===== config.mk =====
export PLATFORM = sky130hd
export DESIGN_NAME = der_tlv_header_parser_unit
export DESIGN_NICKNAME = d
export VERILOG_FILES = /design/src/design/dtlv_pkg.sv /design/src/design/dtlv_in_reg.sv /design/src/design/dtlv_core.sv /design/src/design/dtlv_out_reg.sv /design/src/design/der_tlv_header_parser_unit.sv
export SDC_FILE = /design/constraint.sdc
export NUM_CORES = 1
export LEC_CHECK = 0
export ABC_AREA = 0
export BUFFER_PORTS_ARGS = -buffer_cell sky130_fd_sc_hd__buf_2
export CAP_MARGIN = 10
export CORE_MARGIN = 10
export CORE_UTILIZATION = 40
export CTS_CLUSTER_SIZE = 28
export DETAILED_ROUTE_END_ITERATION = 10
export MAX_ROUTING_LAYER = met4
export PLACE_DENSITY_LB_ADDON = 0.1
export SYNTH_ARGS = -nofsm -noshare
export SYNTH_HDL_FRONTEND = slang
export SYNTH_SLANG_ARGS = --single-unit

===== constraint.sdc =====
create_clock -name clk -period 17 [get_ports clk]
set_clock_uncertainty 0.15 [all_clocks]
set_input_delay 1.7 -clock clk [delete_from_list [all_inputs] [get_ports clk]]
set_output_delay 1.7 -clock clk [all_outputs]
set_load 0.02 [all_outputs]

===== src/design/dtlv_pkg.sv =====
// Shared types and constants for the DER TLV header parser.
`timescale 1ns / 1ps
`default_nettype none

package dtlv_pkg;

    // Largest long-form length byte count accepted
    localparam int MAX_LENGTH_OCTETS = 8;
    // Septet index that counts as a tag-number overflow
    localparam int TAG_SEPTET_LIMIT  = 10;

    localparam int TAG_W     = 63;
    localparam int LEN_W     = 64;
    localparam int HSIZE_W   = 5;
    localparam int SEPCNT_W  = 4;
    localparam int LBLEFT_W  = 4;

    // Parser phase; the last three also carry the sticky error
    typedef enum logic [2:0] {
        PH_TAG     = 3'd0,
        PH_SEPTET  = 3'd1,
        PH_LEN     = 3'd2,
        PH_LONGLEN = 3'd3,
        PH_CONTENT = 3'd4,
        PH_ERR1    = 3'd5,
        PH_ERR2    = 3'd6,
        PH_ERR3    = 3'd7
    } phase_t;

    typedef enum logic [2:0] {
        KIND_IGNORED = 3'd0,
        KIND_TAG     = 3'd1,
        KIND_SEPTET  = 3'd2,
        KIND_LEN     = 3'd3,
        KIND_LONGLEN = 3'd4,
        KIND_CONTENT = 3'd5
    } kind_t;

    typedef enum logic [1:0] {
        ERR_NONE       = 2'd0,
        ERR_TAG_LONG   = 2'd1,
        ERR_INDEF_LEN  = 2'd2,
        ERR_LEN_OCTETS = 2'd3
    } err_t;

    // One input request
    typedef struct packed {
        logic [7:0] data_byte;
        logic       frame_start;
    } req_t;

    // One classified byte
    typedef struct packed {
        logic [7:0]         data_out;
        kind_t              byte_kind;
        logic               header_done;
        logic [1:0]         tag_class;
        logic               is_constructed;
        logic [TAG_W-1:0]   tag_number;
        logic [LEN_W-1:0]   content_length;
        logic [HSIZE_W-1:0] header_size;
        logic               content_last;
        err_t               error_code;
    } res_t;

endpackage

`default_nettype wire


===== src/design/dtlv_in_reg.sv =====
// Input register stage: holds one request until the decoder takes it.
`timescale 1ns / 1ps
`default_nettype none

module dtlv_in_reg (
    input  wire logic          clk,
    input  wire logic          rst_n,
    input  wire logic          byte_valid,
    output logic               byte_stall,
    input  wire dtlv_pkg::req_t req_in,
    input  wire logic          advance,
    output logic               held_valid,
    output dtlv_pkg::req_t     held_req
);

    logic           valid_reg;
    logic           valid_next;
    dtlv_pkg::req_t req_reg;
    logic           load;

    // Take a new request when the slot is empty or drains this cycle
    assign byte_stall = valid_reg && !advance;
    assign load       = byte_valid && !byte_stall;

    always_comb
    begin
        valid_next = valid_reg;
        if (load)
        begin
            valid_next = 1'b1;
        end
        else if (advance)
        begin
            valid_next = 1'b0;
        end
    end

    always_ff @(posedge clk or negedge rst_n)
    begin
        if (!rst_n)
        begin
            valid_reg <= 1'b0;
        end
        else
        begin
            valid_reg <= valid_next;
        end
    end

    // Hold the payload
    always_ff @(posedge clk)
    begin
        if (load)
        begin
            req_reg <= req_in;
        end
    end

    assign held_valid = valid_reg;
    assign held_req   = req_reg;

endmodule

`default_nettype wire


===== src/design/dtlv_core.sv =====
// Parser state and per-byte classification logic.
`timescale 1ns / 1ps
`default_nettype none

module dtlv_core (
    input  wire logic           clk,
    input  wire logic           rst_n,
    input  wire logic           advance,
    input  wire dtlv_pkg::req_t req,
    output dtlv_pkg::res_t      res
);

    dtlv_pkg::phase_t                phase_reg, phase_next, phase_cur;
    logic [dtlv_pkg::TAG_W-1:0]      tag_reg, tag_next;
    logic [dtlv_pkg::SEPCNT_W-1:0]   sepcnt_reg, sepcnt_next;
    logic [dtlv_pkg::LEN_W-1:0]      lacc_reg, lacc_next;
    logic [dtlv_pkg::LBLEFT_W-1:0]   lbleft_reg, lbleft_next;
    logic [dtlv_pkg::LEN_W-1:0]      cleft_reg, cleft_next;
    logic [dtlv_pkg::HSIZE_W-1:0]    hcount_reg, hcount_next;
    logic [1:0]                      class_reg, class_next;
    logic                            cons_reg, cons_next;

    logic                            fin;
    logic [dtlv_pkg::LEN_W-1:0]      fin_len;
    logic [7:0]                      b;
    logic [dtlv_pkg::SEPCNT_W:0]     sep_inc;

    assign b       = req.data_byte;
    assign sep_inc = {1'b0, sepcnt_reg} + 5'd1;

    // Classify the byte and compute the next state
    always_comb
    begin
        phase_next  = phase_reg;
        tag_next    = tag_reg;
        sepcnt_next = sepcnt_reg;
        lacc_next   = lacc_reg;
        lbleft_next = lbleft_reg;
        cleft_next  = cleft_reg;
        hcount_next = hcount_reg;
        class_next  = class_reg;
        cons_next   = cons_reg;
        fin         = 1'b0;
        fin_len     = '0;
        res         = '0;
        res.data_out = b;

        // A frame start forces the byte to be a tag byte
        phase_cur = req.frame_start ? dtlv_pkg::PH_TAG : phase_reg;

        case (phase_cur)
            dtlv_pkg::PH_TAG:
            begin
                res.byte_kind = dtlv_pkg::KIND_TAG;
                class_next    = b[7:6];
                cons_next     = b[5];
                hcount_next   = 5'd1;
                sepcnt_next   = '0;
                if (b[4:0] == 5'h1F)
                begin
                    tag_next   = '0;
                    phase_next = dtlv_pkg::PH_SEPTET;
                end
                else
                begin
                    tag_next   = {{(dtlv_pkg::TAG_W-5){1'b0}}, b[4:0]};
                    phase_next = dtlv_pkg::PH_LEN;
                end
            end
            dtlv_pkg::PH_SEPTET:
            begin
                res.byte_kind = dtlv_pkg::KIND_SEPTET;
                if (sep_inc >= 5'(dtlv_pkg::TAG_SEPTET_LIMIT))
                begin
                    phase_next = dtlv_pkg::PH_ERR1;
                end
                else
                begin
                    sepcnt_next = sep_inc[dtlv_pkg::SEPCNT_W-1:0];
                    hcount_next = hcount_reg + 5'd1;
                    tag_next    = {tag_reg[dtlv_pkg::TAG_W-8:0], b[6:0]};
                    if (!b[7])
                    begin
                        phase_next = dtlv_pkg::PH_LEN;
                    end
                end
            end
            dtlv_pkg::PH_LEN:
            begin
                res.byte_kind = dtlv_pkg::KIND_LEN;
                if (!b[7])
                begin
                    hcount_next = hcount_reg + 5'd1;
                    fin         = 1'b1;
                    fin_len     = {{(dtlv_pkg::LEN_W-8){1'b0}}, b};
                end
                else if (b[6:0] == 7'd0)
                begin
                    phase_next = dtlv_pkg::PH_ERR2;
                end
                else if (b[6:0] > 7'(dtlv_pkg::MAX_LENGTH_OCTETS))
                begin
                    phase_next = dtlv_pkg::PH_ERR3;
                end
                else
                begin
                    hcount_next = hcount_reg + 5'd1;
                    lbleft_next = b[dtlv_pkg::LBLEFT_W-1:0];
                    lacc_next   = '0;
                    phase_next  = dtlv_pkg::PH_LONGLEN;
                end
            end
            dtlv_pkg::PH_LONGLEN:
            begin
                res.byte_kind = dtlv_pkg::KIND_LONGLEN;
                hcount_next   = hcount_reg + 5'd1;
                lacc_next     = {lacc_reg[dtlv_pkg::LEN_W-9:0], b};
                lbleft_next   = (lbleft_reg != '0) ? lbleft_reg - 4'd1 : lbleft_reg;
                if (lbleft_next == '0)
                begin
                    fin     = 1'b1;
                    fin_len = lacc_next;
                end
            end
            dtlv_pkg::PH_CONTENT:
            begin
                res.byte_kind = dtlv_pkg::KIND_CONTENT;
                if (cleft_reg <= 64'd1)
                begin
                    res.content_last = 1'b1;
                    cleft_next       = '0;
                    phase_next       = dtlv_pkg::PH_TAG;
                end
                else
                begin
                    cleft_next = cleft_reg - 64'd1;
                end
            end
            default:
            begin
                res.byte_kind = dtlv_pkg::KIND_IGNORED;
            end
        endcase

        // Close the header: report it and pick content or next tag
        if (fin)
        begin
            res.header_done    = 1'b1;
            res.tag_number     = tag_reg;
            res.content_length = fin_len;
            res.header_size    = hcount_next;
            if (cons_reg || (fin_len == '0))
            begin
                phase_next = dtlv_pkg::PH_TAG;
                cleft_next = '0;
            end
            else
            begin
                phase_next = dtlv_pkg::PH_CONTENT;
                cleft_next = fin_len;
            end
        end

        if (res.byte_kind != dtlv_pkg::KIND_IGNORED)
        begin
            res.tag_class      = class_next;
            res.is_constructed = cons_next;
        end

        // Report the sticky error left after this byte
        case (phase_next)
            dtlv_pkg::PH_ERR1: res.error_code = dtlv_pkg::ERR_TAG_LONG;
            dtlv_pkg::PH_ERR2: res.error_code = dtlv_pkg::ERR_INDEF_LEN;
            dtlv_pkg::PH_ERR3: res.error_code = dtlv_pkg::ERR_LEN_OCTETS;
            default:           res.error_code = dtlv_pkg::ERR_NONE;
        endcase
    end

    // Advance parser state once per decoded request
    always_ff @(posedge clk or negedge rst_n)
    begin
        if (!rst_n)
        begin
            phase_reg  <= dtlv_pkg::PH_TAG;
            tag_reg    <= '0;
            sepcnt_reg <= '0;
            lacc_reg   <= '0;
            lbleft_reg <= '0;
            cleft_reg  <= '0;
            hcount_reg <= '0;
            class_reg  <= '0;
            cons_reg   <= 1'b0;
        end
        else if (advance)
        begin
            phase_reg  <= phase_next;
            tag_reg    <= tag_next;
            sepcnt_reg <= sepcnt_next;
            lacc_reg   <= lacc_next;
            lbleft_reg <= lbleft_next;
            cleft_reg  <= cleft_next;
            hcount_reg <= hcount_next;
            class_reg  <= class_next;
            cons_reg   <= cons_next;
        end
    end

endmodule

`default_nettype wire


===== src/design/dtlv_out_reg.sv =====
// Result register: holds one classified byte until the consumer takes it.
`timescale 1ns / 1ps
`default_nettype none

module dtlv_out_reg (
    input  wire logic           clk,
    input  wire logic           rst_n,
    input  wire logic           held_valid,
    input  wire dtlv_pkg::res_t res_in,
    output logic                advance,
    output logic                result_valid,
    input  wire logic           result_stall,
    output dtlv_pkg::res_t      res_out
);

    logic           valid_reg;
    logic           valid_next;
    dtlv_pkg::res_t res_reg;

    // Move a request forward when the result slot is free or being taken
    assign advance = held_valid && (!valid_reg || !result_stall);

    always_comb
    begin
        valid_next = valid_reg;
        if (advance)
        begin
            valid_next = 1'b1;
        end
        else if (!result_stall)
        begin
            valid_next = 1'b0;
        end
    end

    always_ff @(posedge clk or negedge rst_n)
    begin
        if (!rst_n)
        begin
            valid_reg <= 1'b0;
        end
        else
        begin
            valid_reg <= valid_next;
        end
    end

    always_ff @(posedge clk)
    begin
        if (advance)
        begin
            res_reg <= res_in;
        end
    end

    assign result_valid = valid_reg;
    assign res_out      = res_reg;

endmodule

`default_nettype wire


===== src/design/der_tlv_header_parser_unit.sv =====
// Top level of the DER TLV header parser: input register, decoder, result register.
//
//  channel | valid        | stall        | payload
//  --------+--------------+--------------+--------------------------------------------
//  byte    | byte_valid   | byte_stall   | data_byte, frame_start
//  result  | result_valid | result_stall | data_out, byte_kind, header_done, tag_class,
//          |              |              | is_constructed, tag_number, content_length,
//          |              |              | header_size, content_last, error_code
//
// One byte per clock sustained while result_stall is low; an accepted request is held in the
// input register, then in the result register that drives the result port. The decoder state
// updates as a request moves into the result register.
// rst_n clears the parser to expect a tag byte and empties both registers.
// result_stall holds the result register and, once both registers are full,
// raises byte_stall in the same cycle.
`timescale 1ns / 1ps
`default_nettype none

module der_tlv_header_parser_unit (
    input  wire logic        clk,
    input  wire logic        rst_n,
    input  wire logic        byte_valid,
    output logic             byte_stall,
    input  wire logic [7:0]  data_byte,
    input  wire logic        frame_start,
    output logic             result_valid,
    input  wire logic        result_stall,
    output logic [7:0]       data_out,
    output logic [2:0]       byte_kind,
    output logic             header_done,
    output logic [1:0]       tag_class,
    output logic             is_constructed,
    output logic [62:0]      tag_number,
    output logic [63:0]      content_length,
    output logic [4:0]       header_size,
    output logic             content_last,
    output logic [1:0]       error_code
);

    dtlv_pkg::req_t req_in;
    dtlv_pkg::req_t held_req;
    dtlv_pkg::res_t core_res;
    dtlv_pkg::res_t res_out;
    logic           held_valid;
    logic           advance;

    assign req_in.data_byte   = data_byte;
    assign req_in.frame_start = frame_start;

    dtlv_in_reg u_in_reg (
        .clk        (clk),
        .rst_n      (rst_n),
        .byte_valid (byte_valid),
        .byte_stall (byte_stall),
        .req_in     (req_in),
        .advance    (advance),
        .held_valid (held_valid),
        .held_req   (held_req)
    );

    dtlv_core u_core (
        .clk     (clk),
        .rst_n   (rst_n),
        .advance (advance),
        .req     (held_req),
        .res     (core_res)
    );

    dtlv_out_reg u_out_reg (
        .clk          (clk),
        .rst_n        (rst_n),
        .held_valid   (held_valid),
        .res_in       (core_res),
        .advance      (advance),
        .result_valid (result_valid),
        .result_stall (result_stall),
        .res_out      (res_out)
    );

    // Unpack the result register onto the ports
    assign data_out       = res_out.data_out;
    assign byte_kind      = res_out.byte_kind;
    assign header_done    = res_out.header_done;
    assign tag_class      = res_out.tag_class;
    assign is_constructed = res_out.is_constructed;
    assign tag_number     = res_out.tag_number;
    assign content_length = res_out.content_length;
    assign header_size    = res_out.header_size;
    assign content_last   = res_out.content_last;
    assign error_code     = res_out.error_code;

endmodule

`default_nettype wire


# [After elaboration in Yosys (flattened, before gate mapping)]
# Cells that the tools add are included.
[totals] reg_bits=363 in_bits=13 elab_cells=115
[classes] add_sub_neg=4 magnitude_cmp=3 n_eq_ne=13 n_mux=50 reduce_logical=22
[op_table] cell="two-way mux 64 bit" count=5
[op_table] cell="two-way mux 56 bit" count=3
[op_table] cell="one-hot mux 64 bit (2 select lines)" count=1
[op_table] cell="one-hot mux 63 bit (2 select lines)" count=1
[op_table] cell="one-hot mux 56 bit (2 select lines)" count=1
[op_table] cell="<= comparator 64 x 1 -> 1 bit, second input constant" count=1
[op_table] cell="zero test 64 bit" count=1
[op_table] cell="subtractor 64 x 1 -> 64 bit, second input constant" count=1
[op_table] cell="two-way mux 63 bit" count=1
[op_table] cell="two-way mux 3 bit" count=9
[op_table] cell="two-way mux 5 bit" count=5
[op_table] cell="two-way mux 4 bit" count=5
[op_table] cell="one-hot mux 5 bit (4 select lines)" count=1
[op_table] cell="one-hot mux 4 bit (2 select lines)" count=2
[op_table] cell="one-hot mux 3 bit (5 select lines)" count=1
[op_table] cell="equality test 3 bit, second input constant" count=4
[op_table] cell="one-hot mux 3 bit (4 select lines)" count=1
[op_table] cell="two-way mux 1 bit" count=9
[op_table] cell="inequality test 2 bit, second input constant" count=4
[op_table] cell="nonzero test 2 bit" count=4
[op_table] cell="greater-than comparator 7 x 4 -> 1 bit, second input constant" count=1
[op_table] cell="zero test 7 bit" count=1
[op_table] cell="two-way mux 7 bit" count=1
[op_table] cell="equality test 3 x 2 -> 1 bit, second input constant" count=2
[op_table] cell="20 further kinds" count=27

# [Depth between registers and ports, before layout]
[depth] depth_word=11 depth_mapped=12

# [By module]
# From an unflattened synthesis, not the netlist that was laid out.
[unflattened] hier_cells=1542 area_unflattened_um2=16300.6
[modules_own_cells] module="dtlv_core" instances=1 cells_per_inst=1375 area_per_inst_um2=11424.7 seq_area_each_um2=5054.8
[modules_own_cells] module="dtlv_out_reg" instances=1 cells_per_inst=153 area_per_inst_um2=4548.1 seq_area_each_um2=4529.3
[modules_own_cells] module="dtlv_in_reg" instances=1 cells_per_inst=14 area_per_inst_um2=327.8 seq_area_each_um2=295.3

# [Worst setup path after synthesis]
# Ideal clock, no wire load.
[synth_path] path_kind="input to register" from="input port result_stall" to="register u_core.cleft_reg[32] (netlist name)" setup_ns=0.140 t_arrival_ns=8.016 path_slack_ns=8.693 cell_stages=7 n_path_buf=2 path_cell_list="a21bo_2 > inv_1 > clkbuf_1 > o21ai_1 > clkbuf_1 > nor2_1 > o211ai_1"
[synth_between] elab_chain_cells=4
[synth_lines] element="start: declaration" line="der_tlv_header_parser_unit.sv:27" text="input wire logic result_stall,"
[synth_lines] element="zero test 1 bit" line="dtlv_out_reg.sv:21" text="assign advance = held_valid && (!valid_reg || !result_stall);"
[synth_lines] element="logical OR 1 bit" line="dtlv_out_reg.sv:21"
[synth_lines] element="logical AND 1 bit" line="dtlv_out_reg.sv:21"
[synth_lines] element="via advance" line="der_tlv_header_parser_unit.sv:45" text="logic advance;"
[synth_lines] element="AND reduction 2 bit (no line)"
[synth_lines] element="end signal: assignment" line="dtlv_core.sv:201" text="cleft_reg <= cleft_next;"
[synth_lines] element="end: declaration" line="dtlv_core.sv:18" text="logic [dtlv_pkg::LEN_W-1:0] cleft_reg, cleft_next;"
# The timed path passes the listed nets, and every way through them passes these cells.
# A chain may end at the register's enable or synchronous reset.

# [Worst setup path in the final report]
[layout_path] from="input port result_stall" to="register u_core.tag_reg[39] (netlist name)"
[layout_between] elab_chain_cells=4
[layout_lines] element="zero test 1 bit" line="dtlv_out_reg.sv:21"
[layout_lines] element="logical OR 1 bit" line="dtlv_out_reg.sv:21"
[layout_lines] element="logical AND 1 bit" line="dtlv_out_reg.sv:21"
[layout_lines] element="AND reduction 3 bit (no line)"
[layout_lines] element="end signal: assignment" line="dtlv_core.sv:197" text="tag_reg <= tag_next;"
[layout_lines] element="end: declaration" line="dtlv_core.sv:14" text="logic [dtlv_pkg::TAG_W-1:0] tag_reg, tag_next;"
# Every way passes these cells.

==> impl_results.md <==
- Status: finished, final reports clean
- WHS Endpoint: u_core.tag_reg[59]
- Std-Cell Rows: 73
- Layout cells sized above 1: 16.2%
- F_max: 0.219 GHz
- Die area: 48700 µm²
- Number of flip-flops in the largest register: 150
- Largest net degree at the start of global routing: 114
- Most used cell, CP: buf_4
- Initial cell density of the core: 40.5%
- Final #Nets: 1656
- Die height: 221 µm
- FF-to-FF End: u_core.cleft_reg[32]
- Final setup violation count: 0
- Ys flop type: dfrtp_1
- Layout area overhead: 15.6%
- Clock Path Buffers: 3
- RD Place Congestion: 0.878
- CTS tree: built
- Mapped cell area: 16100 µm²
- Ys Warns: 0
- CP Max Fanout: 113
- WP buf/inv: 4
- Via/cell ratio: 5.64
- Post-route DRC: 0
- Hold buffers post-CTS: 0
- Post-synth EDFFs: 159
- Die X: 221 µm
- Delay-heaviest family, CP: buffers and inverters
- Startpoint types: input port
- First-pass GRT wire length: 72900 µm
- Worst R2R Start: u_in_reg.held_req[0]
- Routed wire length: 46800 µm
- GR Overflow Total: 0
- Vias: 12400
- Hold_sp: u_core.tag_reg[59]
- Most frequent cells in the layout: nand2_1, dfrtp_1, buf_2
- H-tree depth: 2
- Vias in the first global route: 11800
- Wirelength per Cell: 21.4 µm
- Hpwl dp: 30900 µm
- CTS Buf Count: 39
- Netlist cell types: 72
- Post-CTS Setup Inserts: 0
- Post-cts sizing count: 0
- Clock sinks: 363
- Antenna Violating Nets Remaining: 0
- Starting DRT DRC Count: 1097
- Critical path class: input port to register
- Worst-Skew Late Latency: 550 ps
- Fraction of registers with async set/reset: 56.2%
- Setup TNS: 0 ps
- Class of the worst hold path: register to register
- Seq/Total Area, Yosys: 61.4%
- Post-synthesis cell count: 1517
- Worst Max-Slew Pin Slew: 1200 ps
- # IOs: 165
- Final Core Density: 46.8%
- RSZ-0062 raised after global routing: no
- Crit. End Element: register
- Fin crit share: 26.8%
- Initial antenna violation count: 0
- Final Hold Violating Endpoints: 0
- Post-Syn Area per Cell: 10.6 µm²
- Clk slew on worst S/H paths: 60 ps
- 1st-pass router iterations: 5
- CP arrival: 4780 ps
- Worst path cell trace: buf_2, a21bo_2, inv_6, buf_4, o21ai_4, buf_4, nand2_1, o21ai_0
- Leak: 7.93 nW
- R2R Setup Slk: 12470 ps
- Slowest stage delay, CP: 730 ps
- Peak VDD IR: 78.4 µV
- Syn_nets: 1536
- Synth Register Bits: 363
- Slowest stage cell, crit path: buf_4
- Power per cell area: 119 nW/µm²
- Max Slew Vio Count: 0
- Relative slew slack: 19.7%
- Total GRT Usage: 19.6%
- # Max-Cap Violations: 0
- N_diodes: 0
- Clock root buffer: clkbuf_16
- Core area: 39700 µm²
- Commonest non-fill, non-tap cell in the layout: nand2_1
- Port bufs: 164
- Hold Crit Depth: 2
- Worst r2r path cells: 9
- Worst path required time: 17220 ps
- Tmin final: 4560 ps
[kinds of logic after synthesis]
kind of cell	synth area share (%)
AND/OR/NAND/NOR	23.0
flip-flops	61.4
AO/OA/AOI/OAI	11.8
buffers and inverters	2.90
multiplexers	0.412
adder cells (fa/ha/maj)	0.466
XOR/XNOR	0.0544
[report_power, final]
group	switching (mW)	internal, mW	leakage (nW)
registers	0.0577	0.988	4.23
logic	0.255	0.102	3.11
clock network	0.347	0.472	0.587
total	0.660	1.56	7.93
[worst max path at each step]
stage	start	depth (start not counted)	slack, ps	endpoint
after floorplan	result_stall	7	8690	u_core.cleft_reg[32]
after CTS	result_stall	8	12410	u_core.tag_reg[39]
after global routing	result_stall	8	12100	u_core.tag_reg[39]
final	result_stall	8	12440	u_core.tag_reg[39]
after detailed placement	result_stall	8	11840	u_core.tag_reg[19]
after global placement	result_stall	8	11910	u_core.tag_reg[25]
[layout make-up]
class,instances,area (µm²)
clock buffers,59,1080
clock inverters,13,125
fillers,3721,21100
inverters,19,76.3
multi-input cells,1035,5840
flip-flops and latches,363,9880
well taps,525,657
repair buffers,179,942
[Yosys cell counts, types with 19 or more instances]
master | instances | area (µm²)
a21oi_1 | 24 | 120
nor2_1 | 55 | 206
and2_1 | 72 | 450
or3_1 | 30 | 188
clkbuf_1 | 85 | 319
inv_1 | 19 | 71.3
nor4_1 | 27 | 169
nor3_1 | 30 | 150
nand2_1 | 308 | 1160
a22oi_1 | 19 | 143
and3_1 | 66 | 413
o21ai_0 | 91 | 455
dfrtp_1 | 204 | 5100
a32oi_1 | 19 | 166
edfxtp_1 | 159 | 4770
nand3_1 | 93 | 465
[metrics by stage]
| stage | instances | area [µm²] | setup WS (ps) | hold slack, ps | power (mW) |
|---|---|---|---|---|---|
| 6_report | 2193 | 18600 | 12440 | 321 | 2.22 |
| 3_5_place_dp | 2121 | 17400 | 11840 | 312 | 1.42 |
| 2_1_floorplan | 1517 | 16100 | 8690 | 274 | 1.30 |
| 3_3_place_gp | 2121 | 17400 | 11910 | 310 | 1.42 |
| 4_1_cts | 2193 | 18600 | 12410 | 325 | 2.24 |
| 5_1_grt | 2193 | 18600 | 12100 | 346 | 2.33 |
[per-layer routing]
| layer | vias to the layer above | wire [µm] | track usage, % |
|---|---|---|---|
| met4 | 0 | 992 | 5.01 |
| li1 | 5781 | - | - |
| met1 | 6129 | 21000 | 27.2 |
| met2 | 393 | 21900 | 30.0 |
| met3 | 69 | 2990 | 2.62 |
| met5 | - | 0 | - |
[tightest hold or removal path, delay by kind of cell (launching register included)]
family,cells,cell delay (ps)
flip-flops,1,330
AND/OR/NAND/NOR,1,50
AO/OA/AOI/OAI,1,60
Note: power is estimated with default switching activity, not from simulation.
